[config.mk]
export PLATFORM = sky130hd
export DESIGN_NAME = gha_ctrl
export DESIGN_NICKNAME = d
export VERILOG_FILES = /design/src/hdl/gha_pkg.sv /design/src/hdl/gha_ctrl.sv
export SDC_FILE = /design/constraint.sdc
export NUM_CORES = 1
export LEC_CHECK = 0
export BUFFER_PORTS_ARGS = -buffer_cell sky130_fd_sc_hd__buf_2
export CAP_MARGIN = 30
export CORE_AREA = 10 10 47 49
export DETAILED_ROUTE_END_ITERATION = 10
export DIE_AREA = 0 0 57 59
export GPL_TIMING_DRIVEN = 1
export HOLD_SLACK_MARGIN = 0.05
export PLACE_DENSITY_LB_ADDON = 0.25
export SLEW_MARGIN = 0
export SYNTH_ARGS = -nofsm -noshare
export SYNTH_HDL_FRONTEND = slang
export SYNTH_SLANG_ARGS = --single-unit
[constraint.sdc]
create_clock -name clk -period 1.2 [get_ports clk]
set_input_delay 0.24 -clock clk [delete_from_list [all_inputs] [get_ports clk]]
set_output_delay 0.24 -clock clk [all_outputs]
set_load 0.01 [all_outputs]
[src/hdl/gha_pkg.sv]
package gha_pkg;

  localparam int INDEX_WIDTH  = 12;
  localparam int GEN_WIDTH    = 8;
  localparam int HANDLE_WIDTH = INDEX_WIDTH + GEN_WIDTH;
  localparam int COUNT_WIDTH  = INDEX_WIDTH + 1;
  localparam int CMD_WIDTH    = 2;
  localparam int STATUS_WIDTH = 2;

  localparam logic [COUNT_WIDTH-1:0] SLOT_COUNT  = COUNT_WIDTH'(1) << INDEX_WIDTH;
  localparam logic [COUNT_WIDTH-1:0] REUSE_RESET = COUNT_WIDTH'(1024);

  typedef enum logic [CMD_WIDTH-1:0] {
    CMD_CREATE  = 2'd0,
    CMD_DESTROY = 2'd1,
    CMD_ALIVE   = 2'd2,
    CMD_CLEAR   = 2'd3
  } cmd_t;

  typedef enum logic [STATUS_WIDTH-1:0] {
    ST_OK   = 2'd0,
    ST_DEAD = 2'd1,
    ST_FULL = 2'd2
  } status_t;

  // Controller to datapath.
  typedef struct packed {
    logic accept;     // latch the request beat and launch the first reads
    logic gen_fetch;  // read the generation of the slot popped from the free queue
    logic exec;       // commit the update and load the response register
  } ctl_cmd_t;

  // Datapath to controller (and counters for checking).
  typedef struct packed {
    logic                   need_gen;
    logic [COUNT_WIDTH-1:0] table_size;
    logic [COUNT_WIDTH-1:0] fifo_count;
    logic [COUNT_WIDTH-1:0] live_total;
  } dp_status_t;

endpackage

[src/hdl/gha_ctrl.sv]
module gha_ctrl (
  input  logic                clk,
  input  logic                rst,
  input  logic                in_valid,
  output logic                in_ready,
  output logic                out_valid,
  input  logic                out_ready,
  input  gha_pkg::dp_status_t stat,
  output gha_pkg::ctl_cmd_t   ctl
);

  typedef enum logic [1:0] {
    S_IDLE,
    S_GEN,
    S_EXEC
  } state_t;

  state_t state;

  assign in_ready = (state == S_IDLE);

  always_comb begin
    ctl.accept    = (state == S_IDLE) && in_valid;
    ctl.gen_fetch = (state == S_GEN);
    // commit only when the response register is free or being drained
    ctl.exec      = (state == S_EXEC) && (!out_valid || out_ready);
  end

  always_ff @(posedge clk) begin
    if (rst) begin
      state     <= S_IDLE;
      out_valid <= 1'b0;
    end else begin
      case (state)
        S_IDLE: begin
          if (in_valid) begin
            state <= stat.need_gen ? S_GEN : S_EXEC;
          end
        end
        S_GEN: begin
          state <= S_EXEC;
        end
        S_EXEC: begin
          if (ctl.exec) begin
            state <= S_IDLE;
          end
        end
        default: begin
          state <= S_IDLE;
        end
      endcase

      if (ctl.exec) begin
        out_valid <= 1'b1;
      end else if (out_ready) begin
        out_valid <= 1'b0;
      end
    end
  end

endmodule

Word-level counts from Yosys, hierarchy flattened
Index checks and enable logic that the tools add are counted.
{ "word_totals": {"mem_bits_rw": 0, "memories": 0, "output_inout_bits": 5, "elab_cells": 19, "rom_bits": 0, "in_bits": 44, "reg_bits": 3, "latchBits": 0} }
{ "classes": {"reduce_logical": 7, "div_mod_pow": 0, "n_mul": 0, "addsub": 0, "magnitude_cmp": 0, "n_shift": 0, "n_eq_ne": 4, "n_bitwise": 0, "mux": 6} }
{ "ops": {"columns": ["op", "count"], "rows": [
  ["$mux W2", 3],
  ["$pmux W2 S3", 1],
  ["$ne A2 B2 Y1 const B", 2],
  ["$eq A2 B1 Y1 const B", 1],
  ["$eq A2 B2 Y1 const B", 1],
  ["$logic_and A1 B1 Y1", 2],
  ["$logic_not A2 Y1", 1],
  ["$mux W1", 2],
  ["$reduce_and A2 Y1", 1],
  ["$reduce_bool A2 Y1", 1],
  ["$logic_not A1 Y1", 1],
  ["$logic_or A1 B1 Y1", 1]
]} }

Longest topological paths before layout
Gate-level depths: netlist (run 1).
{ "logic_depth": {"word_depth": 5, "mapped_depth": 2, "depth_no_buf": 2} }

Worst setup path after synthesis (run 1)
No wires, ideal clock.
{ "synth_path": {"path_kind": "register to output", "startpoint": "register state[1]", "endpoint": "output port ctl[2] (netlist name)", "n_path_buf": 0, "t_required_ps": 960, "stages_incl_launch_ff": 3, "path_slack_ps": 139, "arrival_time_ps": 821, "cell_sequence": "dfxtp_1 > nor2_1 > and2_1"} }
{ "synth_lines": {"columns": ["item", "line", "text"], "rows": [
  ["from (decl)", "gha_ctrl.sv:18", "state_t state;"],
  ["from (signal assigned)", "gha_ctrl.sv:37", "state <= stat.need_gen ? S_GEN : S_EXEC;"],
  ["to (decl)", "gha_ctrl.sv:9", "output gha_pkg::ctl_cmd_t ctl"]
]} }

==> results_dict.tcl, run 1 <==
set metrics [dict create \
    ant_nets 0 \
    clkPwrFrac 0.502 \
    grt-ovfl-total 0 \
    period_share 0.9943 \
    seq_power_share 0.331 \
    drt_iter0_drc 0 \
    crit_type "reg2out" \
    cts_buffers 3 \
    synth_seq_cells 3 \
    fmax_mhz 838.1 \
    first_pass_iters 1 \
    syn_inst 14 \
    clockRootBuffer "clkbuf_4" \
    cts_max_level 1 \
    rsz0062_at_grt "true" \
    clkSinkCount 3 \
    grt_pass1_vias 168 \
    drcViolationCount 0 \
    final.setup.tns_ps 0 \
    register_area_um2 65.06 \
    syn_avg_cell_area_um2 10.01 \
    status "finished clean" \
    intPower_w 0.0002645 \
    via_count 145 \
    post_cts_buffers 0 \
    viasPerCell 3.372 \
    insertion_delay_ps 230 \
    wl_met3_um 35 \
    row_count 14 \
    clockBufferDepth 2 \
    setup_viol 0 \
    port_buffers 9 \
    dieWidth_um 57 \
    grt_pass1_wl_um 669 \
    cts_tree "yes" \
    vdd_drop_max_mv 0.3374 \
    ioPinCount 49 \
    cp_max_fo 4 \
    start_util 0.1000 \
    placedCellCount 39 \
    netlist.area_leader.share 0.4286 \
    p_per_area_nw_per_um2 1423 \
    layout_commonest_cell "buf_2" \
    worst_ep_arrival_time_ps 950 \
    relSlewSlack 0.8768 \
    synth-seq-area-share 0.4286 \
    power_frac_comb 0.167 \
    yosysWarnings 0 \
    finalCriticalPeriod_ps 1193 \
    die_h_um 59 \
    antenna_found_initial 0 \
    fill_cells 161 \
    maxUsedRoutingLayer "met3" \
    place_ws_ps 146.0 \
    core_um2 1401 \
    yosys.area.top_type "dfxtp_1" \
    worst_slack_ps 6.841 \
    final-max-slew-violation-count 0 \
    final_area_um2 251.5 \
    cts.hold.buffers_added 0 \
    finalHoldViolCount 0 \
    syn_to_final_growth_pct 79.46 \
    wl_met1_um 176 \
    grt_max_degree 5 \
    nets 72 \
    place_congestion 0.6459 \
    hp-class "in2reg" \
    crit_path_end_kind "output port" \
    wl_um 454 \
    ys_types 9 \
    finalNonFillerCells 43 \
    multi_input_area_um2 95.09 \
    worst_slew_pin_slew_ps 184.7 \
    final_cell_mix "buf_2 (9), clkbuf_4 (3), nand2b_1 (2), nor2b_1 (2)" \
    crit_required_ps 960 \
    synth_nets 58 \
    placed_area_um2 205.2 \
    p_leak_nw 0.1099 \
    p_switching_w 0.00009332 \
    die_area_um2 3363 \
    drv_cap 0 \
    ys_top_cells_by_area "dfxtp_1 (43%), nand2b_1 (13%), a221oi_2 (11%)" \
    avgRoutedWirePerCell_um 10.56 \
    p_sw_frac 0.2608 \
    syn_area_um2 140.1 \
    n_antenna_cell 0 \
    clk_pin_slew_worst_paths_ps 40 \
    grt_use_total 0.02716 \
    drive_gt1_frac 0.6296 \
    wl_met2_um 242 \
    clock_skew_ps 5.731 \
    start_kind "register" \
]
-- worst max-delay path, stage by stage, from the launching register on --
cell      delay [ps]
dfxtp_2          330
nand2b_4         140
nor2b_1          100
buf_2            140
-- final timing paths --
path,startpoint,end,slack [ps],depth (start not counted)
hold reg to reg,state[1]$_SDFFE_PP0P_,state[1]$_SDFFE_PP0P_,490,1
setup / recovery,state[0]$_SDFFE_PP0P_,ctl[0],7,3
setup reg to reg,state[0]$_SDFFE_PP0P_,state[1]$_SDFFE_PP0P_,160,2
hold / removal,rst,state[1]$_SDFFE_PP0P_,190,2
-- layer usage --
layer,vias to the layer above,track usage
met1,64,0.01887
met4,0,0.03020
li1,75,-
met3,0,0.01931
met2,6,0.04496
met5,-,0
-- cell families after synthesis --
kind of cell | synth area share
and+or+nand+nor | 0.4286
AOI/OAI and AO/OA | 0.1428
DFF | 0.4286
-- what timing repair did --
item	CTS	global route
endpoints found under the setup margin	3	2
resized for setup	3	3
pin swaps	1	0
-- state kept, by name, summed over array words and instances (netlist names) --
name       cells
out_valid      1
state          2
-- synthesized netlist by cell type --
cell type	n
nor2b_1	2
and4b_1	1
dfxtp_1	3
a221oi_2	1
or3b_1	1
nor2_1	1
and2_1	1
nand2b_1	3
a21oi_1	1
-- power by group through the flow --
stage                      logic, W  clock network, W  registers [W]
after global placement    0.0000548                 0       0.000115
after floorplan           0.0000285                 0       0.000115
after global routing      0.0000659          0.000195       0.000120
final                     0.0000599          0.000179       0.000118
after detailed placement  0.0000560                 0       0.000115
after CTS                 0.0000572          0.000185       0.000115
-- layout make-up --
type,count,area share
tap,16,0.07960
sequential,3,0.2587
multi-input combinational,11,0.3781
timing repair buffer,9,0.1791
clock buffer,4,0.1045
-- metrics by stage --
step,total power (W),utilization,hold WS (ps)
floorplan,0.0001439,-,306.2
global placement,0.0001702,0.1464,437.2
detailed placement,0.0001710,0.1464,439.1
CTS,0.0003576,0.1688,183.3
global route,0.0003814,0.1795,194.9
finish,0.0003578,0.1795,187.0
(Power assumes the default switching activity.)
==> run 2: changes to the inputs <==
--- a/config.mk
+++ b/config.mk
@@ -7,12 +7,15 @@
 export LEC_CHECK = 0
 export BUFFER_PORTS_ARGS = -buffer_cell sky130_fd_sc_hd__buf_2
 export CAP_MARGIN = 30
-export CORE_AREA = 10 10 47 49
+export CELL_PAD_IN_SITES_DETAIL_PLACEMENT = 1
+export CELL_PAD_IN_SITES_GLOBAL_PLACEMENT = 1
+export CORE_MARGIN = 10
+export CORE_UTILIZATION = 10
 export DETAILED_ROUTE_END_ITERATION = 10
-export DIE_AREA = 0 0 57 59
 export GPL_TIMING_DRIVEN = 1
 export HOLD_SLACK_MARGIN = 0.05
 export PLACE_DENSITY_LB_ADDON = 0.25
+export SKIP_CTS_REPAIR_TIMING = 1
 export SLEW_MARGIN = 0
 export SYNTH_ARGS = -nofsm -noshare
 export SYNTH_HDL_FRONTEND = slang
==> run 2 against run 1 <==
Effect of this change:
- die area shrank 1.9%
- clock skew fell by 3.3 ps
- total power increased by 0.56%
- via count up 0.69%
- first-iteration DRC count grew 2
- critical path type unchanged
- highest routed layer unchanged
==> results_dict.tcl, run 2 (same netlist as run 1, synthesis figures left out) <==
set metrics [dict create \
    crit_slowest_cell "dfxtp_4" \
    crit_required_ps 960 \
    crit_family "flip-flops" \
    wl_um 476 \
    via_count 146 \
    cts_max_level 1 \
    viasPerCell 3.476 \
    drive_gt1_frac 0.6667 \
    finalHoldViolCount 0 \
    relSlewSlack 0.8844 \
    p_per_area_nw_per_um2 1389 \
    port_buffers 9 \
    rsz0062_at_grt "true" \
    clkSinkCount 3 \
    reg2reg_slack_ps 170 \
    period_share 0.9928 \
    p_leak_nw 0.1137 \
    worst_slack_ps 8.657 \
    worst_slew_pin_slew_ps 173.4 \
    r2r_end "state[1]$_SDFFE_PP0P_" \
    final_cell_mix "buf_2 (8), clkbuf_4 (3), nand2b_1 (2), nor2b_1 (2)" \
    clockBufferDepth 2 \
    layout_commonest_cell "buf_2" \
    grt-ovfl-total 0 \
    final.setup.tns_ps 0 \
    nets 72 \
    crit_type "reg2out" \
    insertion_delay_ps 230 \
    r2r-start "state[0]$_SDFFE_PP0P_" \
    first_pass_iters 2 \
    ant_nets 0 \
    drt_iter0_drc 2 \
    min_from "rst" \
    grt_use_total 0.03012 \
    largestRegisters "state x2, out_valid x1" \
    cp_slowest_stage_delay_ps 350 \
    final-max-slew-violation-count 0 \
    dieWidth_um 57.44 \
    cts_tree "yes" \
    path_cells "nor2_4 -> and2_4 -> buf_6" \
    n_antenna_cell 0 \
    reg2reg_depth 2 \
    drv_cap 0 \
    setup_viol 0 \
    worst_ep_arrival_time_ps 950 \
    finalCriticalPeriod_ps 1191 \
    status "finished clean" \
    clockRootBuffer "clkbuf_4" \
    fmax_mhz 839.4 \
    grt_pass1_vias 174 \
    finalPower_w 0.0003598 \
    hp-class "in2reg" \
    cp_max_fo 4 \
    core_um2 1318 \
    hold-worst-slack_ps 204.5 \
    ioPinCount 49 \
    avgRoutedWirePerCell_um 11.33 \
    row_count 13 \
    start_kind "register" \
    place_ws_ps 111.8 \
    vdd_drop_max_mv 0.5853 \
    crit_path_end_kind "output port" \
    place_congestion 0.6237 \
    clk_pin_slew_worst_paths_ps 40 \
    start_util 0.1064 \
    fill_cells 160 \
    largest_reg_flops 2 \
    whs_endpoint "state[1]$_SDFFE_PP0P_" \
    cts_buffers 3 \
    drcViolationCount 0 \
    clock_skew_ps 2.383 \
    crit_buf_inv 1 \
    die_area_um2 3299 \
    min_path_cells 2 \
    top_register "state" \
    grt_max_degree 5 \
    die_h_um 57.44 \
    grt_pass1_wl_um 745 \
    antenna_found_initial 0 \
    syn_to_final_growth_pct 84.82 \
]
-- run 2: per-layer routing --
metal | vias to the layer above | track usage | routed length (um)
met2 | 12 | 0.02301 | 145
met1 | 59 | 0.03632 | 235
li1 | 75 | - | -
met4 | 0 | 0.01007 | 0
met5 | - | 0 | 0
met3 | 0 | 0.04646 | 95
-- run 2: report_power, final --
| group | internal, W | switching (W) | total [W] |
|---|---|---|---|
| clock network | 0.000124 | 0.0000503 | 0.000175 |
| registers | 0.000107 | 0.0000107 | 0.000118 |
| logic | 0.0000377 | 0.0000294 | 0.0000671 |
| total | 0.000269 | 0.0000903 | 0.000360 |
-- run 2: cell type report --
cell class | count | area, um2 | area share
multi-input cells | 11 | 97.59 | 0.3768
flip-flops and latches | 3 | 65.06 | 0.2512
repair buffers | 9 | 51.30 | 0.1981
clock buffers | 4 | 26.28 | 0.1014
well taps | 15 | 18.77 | 0.07246
-- run 2: stage by stage --
step,instances,cell area (um2),utilization
2_1_floorplan,14,140.1,-
3_3_place_gp,38,203.9,0.1548
3_5_place_dp,38,203.9,0.1548
4_1_cts,42,230.2,0.1747
5_1_grt,42,259.0,0.1966
6_report,42,259.0,0.1966
-- run 2: how the worst max path moves through the flow --
stage / start / endpoint / depth (start not counted)
2_1_floorplan: state[1]$_SDFFE_PP0P_ / ctl[2] / 2
3_3_place_gp: state[1]$_SDFFE_PP0P_ / ctl[2] / 3
3_5_place_dp: state[1]$_SDFFE_PP0P_ / ctl[2] / 3
4_1_cts: state[1]$_SDFFE_PP0P_ / ctl[2] / 3
5_1_grt: state[0]$_SDFFE_PP0P_ / ctl[2] / 3
6_report: state[0]$_SDFFE_PP0P_ / ctl[2] / 3
==> run 3: changes to the inputs <==
--- a/config.mk
+++ b/config.mk
@@ -5,7 +5,7 @@
 export SDC_FILE = /design/constraint.sdc
 export NUM_CORES = 1
 export LEC_CHECK = 0
-export BUFFER_PORTS_ARGS = -buffer_cell sky130_fd_sc_hd__buf_2
+export BUFFER_PORTS_ARGS = -buffer_cell sky130_fd_sc_hd__buf_4
 export CAP_MARGIN = 30
 export CELL_PAD_IN_SITES_DETAIL_PLACEMENT = 1
 export CELL_PAD_IN_SITES_GLOBAL_PLACEMENT = 1
==> run 3 against run 2 <==
Effect of this change:
- critical path type unchanged
- first-iteration DRC count is 100% lower
- via count rose by 16%
- clock power rose by 2%
- clock skew rose by 0.98 ps
- non-clock buffer count is 2 higher
- die area unchanged
- maximum frequency shrank 0.67%
- register-to-register slack got worse by 20 ps
- worst setup slack worse by 8.0 ps
- critical path depth stayed put
- highest routed layer unchanged
==> results_dict.tcl, run 3 (same netlist as run 1, synthesis figures left out) <==
set metrics [dict create \
    status "finished clean" \
    crit_buf_inv 1 \
    die_h_um 57.44 \
    cts_max_level 1 \
    r2r-start "state[0]$_SDFFE_PP0P_" \
    via_count 169 \
    clockRootBuffer "clkbuf_4" \
    drv_cap 0 \
    clock_skew_ps 3.363 \
    clkSinkCount 3 \
    r2r_end "state[1]$_SDFFE_PP0P_" \
    finalHoldViolCount 0 \
    reg2reg_slack_ps 150 \
    die_area_um2 3299 \
    setup_viol 0 \
    grt-ovfl-total 0 \
    min_from "rst" \
    final_area_um2 296.5 \
    start_util 0.1064 \
    cts_tree "yes" \
    clkPwrFrac 0.465 \
    top_register "state" \
    postLayoutCoreUtil 0.2251 \
    p_sw_frac 0.2522 \
    crit_path_end_kind "output port" \
    rsz0062_at_grt "true" \
    reg2reg_depth 2 \
    finalCriticalPeriod_ps 1199 \
    layout_commonest_cell "buf_4" \
    cp_max_fo 4 \
    placed_area_um2 226.5 \
    cts_buffers 3 \
    crit_type "reg2out" \
    cp_slowest_stage_delay_ps 350 \
    fill_cells 163 \
    insertion_delay_ps 230 \
    largest_reg_flops 2 \
    nets 74 \
    crit_slowest_cell "dfxtp_4" \
    avgRoutedWirePerCell_um 11.86 \
    relSlewSlack 0.8823 \
    crit_required_ps 960 \
    wl_um 522 \
    hp-class "in2reg" \
    power_frac_comb 0.230 \
    vdd_drop_max_mv 0.4948 \
    grt_use_total 0.03626 \
    whs_endpoint "state[1]$_SDFFE_PP0P_" \
    first_pass_iters 1 \
    drt_iter0_drc 0 \
    viasPerCell 3.841 \
    antenna_found_initial 0 \
    start_kind "register" \
    place_congestion 0.6170 \
    crit_family "flip-flops" \
    core_um2 1318 \
    min_path_cells 2 \
    row_count 13 \
    fmax_mhz 833.8 \
    final-max-slew-violation-count 0 \
    final_cell_mix "buf_4 (10), clkbuf_4 (3), nand2b_1 (2), nor2b_1 (2), dfxtp_4 (2)" \
    port_buffers 9 \
    drcViolationCount 0 \
    grt_pass1_wl_um 869 \
    worst_ep_arrival_time_ps 960 \
    ant_nets 0 \
    largestRegisters "state x2, out_valid x1" \
    finalNonFillerCells 44 \
    clockBufferDepth 2 \
    syn_to_final_growth_pct 111.6 \
    period_share 0.9995 \
    dieWidth_um 57.44 \
    placedCellCount 38 \
    seq_power_share 0.305 \
    path_cells "nor2_4 -> and2_4 -> buf_6" \
    p_per_area_nw_per_um2 1297 \
    p_leak_nw 0.1281 \
    p_switching_w 0.00009702 \
    n_antenna_cell 0 \
    grt_pass1_vias 187 \
    grt_max_degree 5 \
    worst_slew_pin_slew_ps 176.6 \
    clk_pin_slew_worst_paths_ps 40 \
    ioPinCount 49 \
    intPower_w 0.0002876 \
    drive_gt1_frac 0.6897 \
]
==> run 3: cell types whose count changed in the layout (fill, tap and decap cells not counted) <==
cell     change
buf_2        -8
buf_4       +10
dfxtp_4      +1
dfxtp_2      -1
==> run 3: final cells by class <==
type                    count  area (um2)  area share
multi-input cells          11       97.59      0.3291
clock buffers               4       26.28     0.08861
repair buffers             11       86.33      0.2911
well taps                  15       18.77     0.06329
flip-flops and latches      3       67.56      0.2278
==> run 3: metal layers <==
layer / global-route usage / vias up / wire, um
met4: 0.03020 / 0 / 0
met2: 0.03681 / 10 / 167
met1: 0.04369 / 76 / 277
met5: 0 / - / 0
met3: 0.03097 / 0 / 76
li1: - / 83 / -
==> run 3: how the worst max path moves through the flow <==
stage	from	slack, ps	to	depth (start not counted)
floorplan	state[1]$_SDFFE_PP0P_	140	ctl[2]	2
global placement	state[1]$_SDFFE_PP0P_	110	ctl[2]	3
detailed placement	state[1]$_SDFFE_PP0P_	80	ctl[2]	3
CTS	state[1]$_SDFFE_PP0P_	-180	ctl[2]	3
global route	state[0]$_SDFFE_PP0P_	-40	ctl[0]	3
finish	state[0]$_SDFFE_PP0P_	0.6	ctl[2]	3
==> run 3: power groups by stage <==
stage                     Combinational [W]  Sequential (W)  Clock (W)
after CTS                         0.0000694        0.000114   0.000188
after detailed placement          0.0000691        0.000116          0
after global placement            0.0000677        0.000116          0
after global routing              0.0000968        0.000119   0.000196
after floorplan                   0.0000285        0.000115          0
final                             0.0000885        0.000117   0.000179
==> run 3: stage by stage <==
step	power, W	hold WS [ps]	setup WS, ps	TNS, ps
2_1_floorplan	0.0001439	306.2	139.1	0
3_3_place_gp	0.0001839	421.7	105.4	0
3_5_place_dp	0.0001849	432.0	79.72	0
4_1_cts	0.0003713	184.3	-177.4	-264.1
5_1_grt	0.0004121	183.4	-42.51	-110.3
6_report	0.0003846	181.8	0.6246	0
